<file path="config.mk">
export PLATFORM = sky130hd
export DESIGN_NAME = trial_division_prime_tracker
export DESIGN_NICKNAME = d
export VERILOG_FILES = /design/src/tdpt_pkg.sv /design/src/tdpt_rem.sv /design/src/trial_division_prime_tracker.sv
export SDC_FILE = /design/constraint.sdc
export NUM_CORES = 1
export LEC_CHECK = 0
export ABC_AREA = 1
export BUFFER_PORTS_ARGS = -buffer_cell sky130_fd_sc_hd__buf_2
export CORE_UTILIZATION = 55
export CTS_CLUSTER_DIAMETER = 60
export DETAILED_ROUTE_END_ITERATION = 10
export GPL_TIMING_DRIVEN = 0
export HOLD_SLACK_MARGIN = 0.12
export PLACE_DENSITY = 0.85
export SLEW_MARGIN = 25
export SYNTH_ARGS = -nofsm -noshare
export SYNTH_HDL_FRONTEND = slang
export SYNTH_SLANG_ARGS = --single-unit
</file>
<file path="constraint.sdc">
create_clock -name clk -period 4.23 [get_ports clk]
set_clock_uncertainty 0.15 [all_clocks]
set_input_delay 0.423 -clock clk [delete_from_list [all_inputs] [get_ports clk]]
set_output_delay 0.423 -clock clk [all_outputs]
set_load 0.005 [all_outputs]
</file>
<file path="src/tdpt_pkg.sv">
`default_nettype none

package tdpt_pkg;

  localparam int VALUE_WIDTH_DEF = 31;
  localparam int FIRST_PRIME     = 2;

  // status from the serial remainder unit back to the sequencer
  typedef struct packed {
    logic done;   // one-cycle pulse, remainder valid
    logic zero;   // remainder is zero (qualified by done)
  } rem_stat_t;

endpackage

`default_nettype wire

</file>
<file path="src/tdpt_rem.sv">
`default_nettype none

// Bit-serial restoring remainder: one dividend bit per cycle, MSB first.
module tdpt_rem
  import tdpt_pkg::*;
#(
  parameter int VALUE_WIDTH = VALUE_WIDTH_DEF
) (
  input  wire logic                   clk,
  input  wire logic                   rst_n,
  input  wire logic                   start,
  input  wire logic [VALUE_WIDTH-1:0] dividend,
  input  wire logic [VALUE_WIDTH-1:0] divisor,
  output rem_stat_t                   stat
);

  localparam int CW = $clog2(VALUE_WIDTH + 1);

  logic [VALUE_WIDTH-1:0] num_r;
  logic [VALUE_WIDTH-1:0] div_r;
  logic [VALUE_WIDTH-1:0] rem_r;
  logic [VALUE_WIDTH-1:0] rem_nxt;
  logic [VALUE_WIDTH:0]   trial;
  logic [VALUE_WIDTH:0]   diff;
  logic [CW-1:0]          cnt_r;
  logic                   busy_r;
  logic                   done_r;

  always_comb begin
    trial = {rem_r, num_r[VALUE_WIDTH-1]};
    diff  = trial - {1'b0, div_r};
    if (trial >= {1'b0, div_r}) begin
      rem_nxt = diff[VALUE_WIDTH-1:0];
    end else begin
      rem_nxt = trial[VALUE_WIDTH-1:0];
    end
  end

  always_ff @(posedge clk) begin
    if (!rst_n) begin
      busy_r <= 1'b0;
      done_r <= 1'b0;
      cnt_r  <= '0;
    end else begin
      done_r <= 1'b0;
      if (start) begin
        busy_r <= 1'b1;
        cnt_r  <= CW'(VALUE_WIDTH);
      end else if (busy_r) begin
        cnt_r <= cnt_r - 1'b1;
        if (cnt_r == CW'(1)) begin
          busy_r <= 1'b0;
          done_r <= 1'b1;
        end
      end
    end
  end

  always_ff @(posedge clk) begin
    if (start) begin
      num_r <= dividend;
      div_r <= divisor;
      rem_r <= '0;
    end else if (busy_r) begin
      num_r <= {num_r[VALUE_WIDTH-2:0], 1'b0};
      rem_r <= rem_nxt;
    end
  end

  assign stat.done = done_r;
  assign stat.zero = (rem_r == '0);

endmodule

`default_nettype wire

</file>
<file path="src/trial_division_prime_tracker.sv">
// Trial-division prime tracker.
// Input channel (in_*): one candidate word per item, unsigned, in the low
// VALUE_WIDTH bits of in_tdata. Output channel (out_*): one result word per
// item: bit 0 is the prime flag, the bits above hold the most recent prime.
// in_tready is high only while no candidate is under test; a finished result
// waits in the output register, so the next candidate is taken meanwhile.
// Each candidate passes from S_IDLE to S_CHECK, then through S_DIV and
// back to S_CHECK once per divisor tried, and ends in S_DONE. The search
// stops at the first divisor that leaves no remainder, or in S_CHECK for
// primes and values below 2. Divisors run from 2 while their square does
// not exceed the candidate. A large prime at the default width tries about
// 46341 divisors. Each trial runs the bit-serial remainder unit, one
// dividend bit per cycle. Items are processed one at a time.
// Reset clears the handshake state and sets the tracked prime to 2.
// If the receiver stalls, the result holds in the output register and a
// second finished result waits in the sequencer until the first is taken.
`default_nettype none

module trial_division_prime_tracker
  import tdpt_pkg::*;
#(
  parameter int VALUE_WIDTH = VALUE_WIDTH_DEF
) (
  input  wire logic                  clk,
  input  wire logic                  rst_n,
  input  wire logic                  in_tvalid,
  output logic                       in_tready,
  input  wire logic [(VALUE_WIDTH+7)/8*8-1:0] in_tdata,  // [VALUE_WIDTH-1:0] candidate
  output logic                       out_tvalid,
  input  wire logic                  out_tready,
  output logic [(VALUE_WIDTH+8)/8*8-1:0] out_tdata  // [0] is_prime, [VALUE_WIDTH:1] last_prime
);

  localparam int OUT_DW = ((VALUE_WIDTH + 8) / 8) * 8;
  localparam int SW     = VALUE_WIDTH + 2;

  typedef enum logic [3:0] {
    S_IDLE  = 4'b0001,
    S_CHECK = 4'b0010,
    S_DIV   = 4'b0100,
    S_DONE  = 4'b1000
  } state_t;

  state_t                 state_r;
  logic [VALUE_WIDTH-1:0] n_r;
  logic [VALUE_WIDTH-1:0] d_r;
  logic [SW-1:0]          sq_r;
  logic                   prime_r;
  logic [VALUE_WIDTH-1:0] tracked_r;
  logic                   out_valid_r;
  logic [OUT_DW-1:0]      out_data_r;
  logic                   rem_start;
  logic                   small_n;
  logic                   sq_over;
  logic                   out_free;
  rem_stat_t              rem_stat;

  assign small_n   = (n_r < VALUE_WIDTH'(FIRST_PRIME));
  assign sq_over   = (sq_r > {2'b00, n_r});
  assign rem_start = (state_r == S_CHECK) && !small_n && !sq_over;
  assign out_free  = !out_valid_r || out_tready;

  tdpt_rem #(
    .VALUE_WIDTH(VALUE_WIDTH)
  ) u_rem (
    .clk     (clk),
    .rst_n   (rst_n),
    .start   (rem_start),
    .dividend(n_r),
    .divisor (d_r),
    .stat    (rem_stat)
  );

  always_ff @(posedge clk) begin
    if (!rst_n) begin
      state_r     <= S_IDLE;
      out_valid_r <= 1'b0;
      tracked_r   <= VALUE_WIDTH'(FIRST_PRIME);
    end else begin
      if (state_r == S_DONE && out_free) begin
        out_valid_r <= 1'b1;
      end else if (out_tready) begin
        out_valid_r <= 1'b0;
      end
      unique case (state_r)
        S_IDLE: begin
          if (in_tvalid) begin
            state_r <= S_CHECK;
          end
        end
        S_CHECK: begin
          if (small_n || sq_over) begin
            state_r <= S_DONE;
          end else begin
            state_r <= S_DIV;
          end
        end
        S_DIV: begin
          if (rem_stat.done) begin
            if (rem_stat.zero) begin
              state_r <= S_DONE;
            end else begin
              state_r <= S_CHECK;
            end
          end
        end
        S_DONE: begin
          if (out_free) begin
            if (prime_r) begin
              tracked_r <= n_r;
            end
            state_r <= S_IDLE;
          end
        end
        default: state_r <= S_IDLE;
      endcase
    end
  end

  // datapath, no reset needed
  always_ff @(posedge clk) begin
    case (state_r)
      S_IDLE: begin
        if (in_tvalid) begin
          n_r  <= in_tdata[VALUE_WIDTH-1:0];
          d_r  <= VALUE_WIDTH'(FIRST_PRIME);
          sq_r <= SW'(FIRST_PRIME * FIRST_PRIME);
        end
      end
      S_CHECK: begin
        if (small_n) begin
          prime_r <= 1'b0;
        end else if (sq_over) begin
          prime_r <= 1'b1;
        end
      end
      S_DIV: begin
        if (rem_stat.done) begin
          if (rem_stat.zero) begin
            prime_r <= 1'b0;
          end else begin
            // (d+1)^2 = d^2 + 2d + 1
            sq_r <= sq_r + {1'b0, d_r, 1'b1};
            d_r  <= d_r + 1'b1;
          end
        end
      end
      S_DONE: begin
        if (out_free) begin
          out_data_r <= OUT_DW'({(prime_r ? n_r : tracked_r), prime_r});
        end
      end
      default: begin
      end
    endcase
  end

  assign in_tready  = (state_r == S_IDLE);
  assign out_tvalid = out_valid_r;
  assign out_tdata  = out_data_r;

`ifndef SYNTH
  a_rem_done_in_div: assert property (@(posedge clk) disable iff (!rst_n)
    rem_stat.done |-> state_r == S_DIV)
    else $error("remainder finished outside divide phase");

  a_last_prime_floor: assert property (@(posedge clk) disable iff (!rst_n)
    out_tvalid |-> out_tdata[VALUE_WIDTH:1] >= VALUE_WIDTH'(FIRST_PRIME))
    else $error("reported prime below two");

  a_prime_not_small: assert property (@(posedge clk) disable iff (!rst_n)
    (state_r == S_DONE && prime_r) |-> !small_n)
    else $error("candidate below two flagged prime");

  a_divisor_floor: assert property (@(posedge clk) disable iff (!rst_n)
    (state_r == S_CHECK || state_r == S_DIV) |-> d_r >= VALUE_WIDTH'(FIRST_PRIME))
    else $error("trial divisor below two");
`endif

endmodule

`default_nettype wire
</file>
Word level (Yosys, flattened, before mapping)
Cells that the tools add are included.
Widths: inputs -> output; s select.
{ "totals": {"elab_cells": 84, "in_bits": 36, "register_bits": 264, "out_inout_bits": 34} }
{ "classes": {"addsub": 4, "order_cmp": 3, "bitwise_logic": 2, "muxes": 31, "n_eq_ne": 11, "reduce_logical": 19} }
{ "op_table": {"columns": ["operator", "n"], "rows": [
  ["$mux 31", 7],
  ["$mux 33", 3],
  ["$pmux 33 s2", 1],
  ["$pmux 31 s2", 1],
  ["$add 33x32->33", 1],
  ["$gt 33x31->1", 1],
  ["$ge 32x31->1", 1],
  ["$add 31x1->31 const B", 1],
  ["$logic_not 31->1", 1],
  ["$lt 31x2->1 const B", 1],
  ["$sub 31x31->31", 1],
  ["$mux 4", 5],
  ["$pmux 4 s4", 1],
  ["$mux 1", 10],
  ["$mux 5", 2],
  ["$ne 2x2->1 const B", 4],
  ["$reduce_and 4->1", 2],
  ["$reduce_bool 2->1", 4],
  ["$eq 5x1->1 const B", 1],
  ["$sub 5x1->5 const B", 1],
  ["$eq 4x1->1 const B", 1],
  ["$eq 4x2->1 const B", 1],
  ["$eq 4x3->1 const B", 1],
  ["$eq 4x4->1 const B", 1],
  ["other kinds (10)", 17]
]} }

Logic depth before layout (Yosys ltp)
{ "depth": {"word_depth": 5, "ltp_mapped": 18, "depth_no_buf": 17} }

Modules after synthesis
A second synthesis with hierarchy kept.
{ "unflattened": {"cells_unflattened": 2084, "area_unflattened_um2": 16165.5} }
{ "modules_own_cells": {"columns": ["mod", "area_each_um2", "instances", "seq_area_each_um2", "cells_each"], "rows": [
  ["trial_division_prime_tracker", 9330.2, 1, 4564.4, 1097],
  ["tdpt_rem", 6835.3, 1, 2622.5, 987]
]} }

Worst setup path after synthesis
No wires, ideal clock.
{ "synth_path": {"kind": "reg2reg", "start": "register state_r[0]", "end": "register d_r[0] (enable)", "setup_slack_ps": -19, "setup_ps": 487, "required_time_ps": 3593, "n_path_buf": 0, "stages_incl_launch_ff": 7, "t_arrival_ps": 3613, "period_less_slack_ps": 4249, "cell_sequence": "dfxtp_1 > nor2_1 > nand3_1 > nor2_1 > nor3_1 > inv_1 > nor2_1"} }
{ "synth_via": {"elab_chain_len": 3, "elab_cells_between_ends": 7, "classes_between": "eq/ne: 5; reduce/logical: 2"} }
{ "synth_rtl": {"columns": ["item", "line_no", "source"], "rows": [
  ["start, declared", "trial_division_prime_tracker.sv:44", "state_t state_r;"],
  ["start signal, assigned", "trial_division_prime_tracker.sv:76", "state_r <= S_IDLE;"],
  ["start signal, assigned", "trial_division_prime_tracker.sv:88", "state_r <= S_CHECK;"],
  ["start signal, assigned", "trial_division_prime_tracker.sv:93", "state_r <= S_DONE;"],
  ["$eq 4x3->1 or $eq 4x1->1 (tied branches)", "trial_division_prime_tracker.sv:122", "case (state_r)"],
  ["$ne 2x2->1 (no source line) (tied with other cells)", null, null],
  ["$reduce_and 4->1 (no source line) (*)", null, null],
  ["end signal, assigned", "trial_division_prime_tracker.sv:126", "d_r <= VALUE_WIDTH'(FIRST_PRIME);"],
  ["end signal, assigned", "trial_division_prime_tracker.sv:144", "d_r <= d_r + 1'b1;"],
  ["end, declared", "trial_division_prime_tracker.sv:46", "logic [VALUE_WIDTH-1:0] d_r;"]
]} }
Mark *: on every way between the ends. The rest lies on a longest branch, timed or not.
A chain may end at the register's enable or synchronous reset.

Final worst setup path
{ "layout_path": {"start": "register n_r[18]", "end": "register u_rem.num_r[0] (enable)"} }
{ "layout_via": {"elab_chain_len": 5, "elab_cells_between_ends": 7, "classes_between": "order compare: 2; reduce/logical: 5"} }
{ "layout_rtl": {"columns": ["item", "line_no", "source"], "rows": [
  ["start, declared", "trial_division_prime_tracker.sv:45", "logic [VALUE_WIDTH-1:0] n_r;"],
  ["start signal, assigned", "trial_division_prime_tracker.sv:125", "n_r <= in_tdata[VALUE_WIDTH-1:0];"],
  ["$lt 31x2->1", "trial_division_prime_tracker.sv:58", "assign small_n = (n_r < VALUE_WIDTH'(FIRST_PRIME));"],
  ["$logic_not 1->1", "trial_division_prime_tracker.sv:60", "assign rem_start = (state_r == S_CHECK) && !small_n && !sq_over;"],
  ["$logic_and 1x1->1", "trial_division_prime_tracker.sv:60", null],
  ["$logic_and 1x1->1 (*)", "trial_division_prime_tracker.sv:60", null],
  ["$reduce_bool 2->1 (no source line) (*)", null, null],
  ["end signal, assigned", "tdpt_rem.sv:61", "num_r <= dividend;"],
  ["end signal, assigned", "tdpt_rem.sv:65", "num_r <= {num_r[VALUE_WIDTH-2:0], 1'b0};"],
  ["end, declared", "tdpt_rem.sv:19", "logic [VALUE_WIDTH-1:0] num_r;"]
]} }
Marks and branches as above.

==> impl_metrics.env <==
export IMPL_dp_cells=2519
export IMPL_vias_per_cell=5.79
export IMPL_cp_top_family="simple AND/OR/NAND/NOR gates"
export IMPL_grt_ovfl_total=0
export IMPL_port_buffers=68
export IMPL_synth_top_area_share_pct=35.5
export IMPL_worst_path_max_delay_cell="nand2_2"
export IMPL_vias=15079
export IMPL_cts_buffers=28
export IMPL_ys_seq_area_share_pct=44.7
export IMPL_dpl_instance_area_um2=17000
export IMPL_wl_per_cell_um=18.5
export IMPL_reg2reg_depth=12
export IMPL_worstPathRequired_ns=4.24
export IMPL_io_pins=70
export IMPL_layout_nets=2332
export IMPL_dp_final_hpwl_um=34900
export IMPL_drv_cap=0
export IMPL_syn_cell_area_um2=16100
export IMPL_worstSetupPathType="flop to flop"
export IMPL_hold_path_cell_count=4
export IMPL_post_cts_resized=0
export IMPL_chipHeight_um=173
export IMPL_cts_root_buf="clkbuf_16"
export IMPL_grt_antenna_before_repair=0
export IMPL_drcViolationCount=0
export IMPL_synth_distinct_cells=45
export IMPL_hp_class="primary input to flop"
export IMPL_setup_violations_final=0
export IMPL_post_route_period_util_pct=84.3
export IMPL_post_place_ws_ns=0.778
export IMPL_vdd_drop_max_mv=0.446
export IMPL_avgSynthCellArea_um2=7.79
export IMPL_fin_crit_ns=3.56
export IMPL_ys_warn_count=0
export IMPL_stdcell_count=2604
export IMPL_finalHoldViolCount=0
export IMPL_finalWirelength_um=48300
export IMPL_max_slew_margin_pct=45.9
export IMPL_hold_start="in_tvalid"
export IMPL_synthFlopType="edfxtp_1"
export IMPL_clockBufferDepth=3
export IMPL_final_cell_area_um2=18300
export IMPL_rsz0062_at_grt="no"
export IMPL_async_flop_share_pct=0
export IMPL_start_kind="flop"
export IMPL_cp_common_cell="nand2_1"
export IMPL_die_area_um2=29900
export IMPL_crit_path_max_fanout=31
export IMPL_tightest_slew_ns=0.811
export IMPL_power_leakage_nw=8.32
export IMPL_synthToLayoutAreaGrowth_pct=13.7
export IMPL_status="finished, final reports clean"
export IMPL_arrival_ns=3.57
export IMPL_yosysTopAreaCell="edfxtp_1"
export IMPL_synth_edf_count=190
export IMPL_cp_buffers_inverters=4
export IMPL_rrSetupSlack_ns=0.67
export IMPL_antenna_left=0
export IMPL_clock_latency_ns=0.54
export IMPL_place_congestion=1.04
export IMPL_drv_slew=0
export IMPL_core_area_um2=28700
export IMPL_synth_area_leaders="edfxtp_1 36%, nand2_1 12%, dfxtp_1 9.2%"
export IMPL_die_w_um=173
export IMPL_final_common_cell="nand2_1"
export IMPL_ys_ff_latch=264
export IMPL_tritoncts="yes"
export IMPL_clkSinkCount=264
export IMPL_fmaxAchievable_ghz=0.281
export IMPL_htree_levels=1
export IMPL_clk_pin_slew_ns=0.06
export IMPL_whs_endpoint="state_r[0]"
export IMPL_dr_pass1_iters=9
export IMPL_cp_cell_sequence="inv_1, ha_1, nand2_1, nor2_1, inv_1, nor3_1, nand4_1, nand2_1, nand2_1, buf_4, buf_4, nand2_2"
export IMPL_regToRegStartpoint="n_r[18]"
export IMPL_final_cell_mix="496 x nand2_1, 328 x inv_1, 190 x edfxtp_1"
export IMPL_reg2reg_to="u_rem.num_r[0]"
export IMPL_setup_tns_ns=0
export IMPL_grt_pass1_vias=14881
export IMPL_grt_max_degree=35
export IMPL_start_util_pct=56.0
export IMPL_syn_nets=2196
export IMPL_cp_end_kind="flop"
export IMPL_critPathMaxStageDelay_ns=0.60
export IMPL_setup_ws_ns=0.666
export IMPL_syn_inst=2062
export IMPL_drive_above_1_share_pct=7.97
export IMPL_rows=62
export IMPL_diodes=0
export IMPL_power_density_nw_per_um2=502
export IMPL_drtIter0Drc=1830
export IMPL_grt_pass1_wl_um=77200
export IMPL_grtUsageTotal_pct=32.3
Yosys cell counts, drive strengths merged, types with 19 or more instances:
cell	instances
inv	333
edfxtp	190
a21oi	167
nor2	160
ha	96
nand3	142
o21ai	153
nor3	37
buf	20
or2	19
nand2	501
nand4	51
clkbuf	31
dfxtp	74
cell families (layout without fill, tap and decap cells):
family                   count (synthesis)  after routing  share of synthesized area (%)
AO/OA/AOI/OAI                          347            347                           11.5
XOR/XNOR                                22             22                           1.20
adder cells (fa/ha/maj)                 98             98                           7.72
buffers and inverters                  386            544                           9.45
flip-flops                             264            264                           44.7
AND/OR/NAND/NOR                        945            945                           25.4
how the worst max path moves through the flow:
stage | slack (ns) | from | end | cells after the start
3_5_place_dp | 0.78 | n_r[30] | u_rem.num_r[21] | 12
6_report | 0.67 | n_r[18] | u_rem.num_r[0] | 12
5_1_grt | 0.50 | n_r[30] | u_rem.num_r[0] | 12
3_3_place_gp | -0.05 | state_r[3] | sq_r[29] | 6
4_1_cts | 0.77 | n_r[30] | u_rem.num_r[0] | 12
2_1_floorplan | 0.95 | state_r[0] | tracked_r[10] | 9
through the flow:
| stage | utilization, % | power (mW) | hold WS [ns] |
|---|---|---|---|
| after floorplan | - | 5.61 | 0.274 |
| after global placement | 58.8 | 6.40 | 0.282 |
| after detailed placement | 59.3 | 6.60 | 0.290 |
| after CTS | 63.6 | 9.04 | 0.161 |
| after global routing | 63.6 | 9.64 | 0.188 |
| final | 63.6 | 9.17 | 0.177 |
flip-flops by register name, indices dropped and copies added (netlist names):
| name | cells |
|---|---|
| u_rem.rem_r | 31 |
| u_rem.num_r | 31 |
| prime_r | 1 |
| d_r | 31 |
| u_rem.cnt_r | 5 |
| out_tdata | 32 |
| u_rem.done_r | 1 |
| n_r | 31 |
| out_tvalid | 1 |
| sq_r | 33 |
| tracked_r | 31 |
| state_r | 4 |
| u_rem.div_r | 31 |
| u_rem.busy_r | 1 |
layout make-up:
class | count | area (um^2)
well taps | 384 | 480
multi-input cells | 1412 | 7390
inverters | 335 | 1260
fillers | 2307 | 10400
repair buffers | 106 | 786
flip-flops and latches | 264 | 7190
plain buffers | 51 | 262
clock buffers | 38 | 800
clock inverters | 14 | 109
power by group:
part / switching, mW / internal (mW)
registers: 0.420 / 3.25
logic: 2.06 / 1.01
clock network: 1.03 / 1.39
metal layers:
layer / vias to the layer above / GRT usage, % / share of wire [%]
met5: - / 0 / 0
met4: 0 / 12.8 / 4.1
met3: 157 / 3.94 / 7.8
met2: 825 / 57.8 / 50
met1: 6977 / 39.7 / 38
li1: 7120 / - / -
timing repair:
| action | CTS | global route |
|---|---|---|
| endpoints found under the hold margin | 36 | 0 |
| buffers inserted | 0 | 0 |
| hold buffers | 33 | 0 |
worst register-to-register path: cells and delay by family (launching register included):
family	cells	cell delay, ns
and+or+nand+nor	7	1.66
buffers and inverters	4	0.62
DFF	1	0.42
adders and majority gates	1	0.32
No activity file was read; power rests on OpenSTA's default activity.
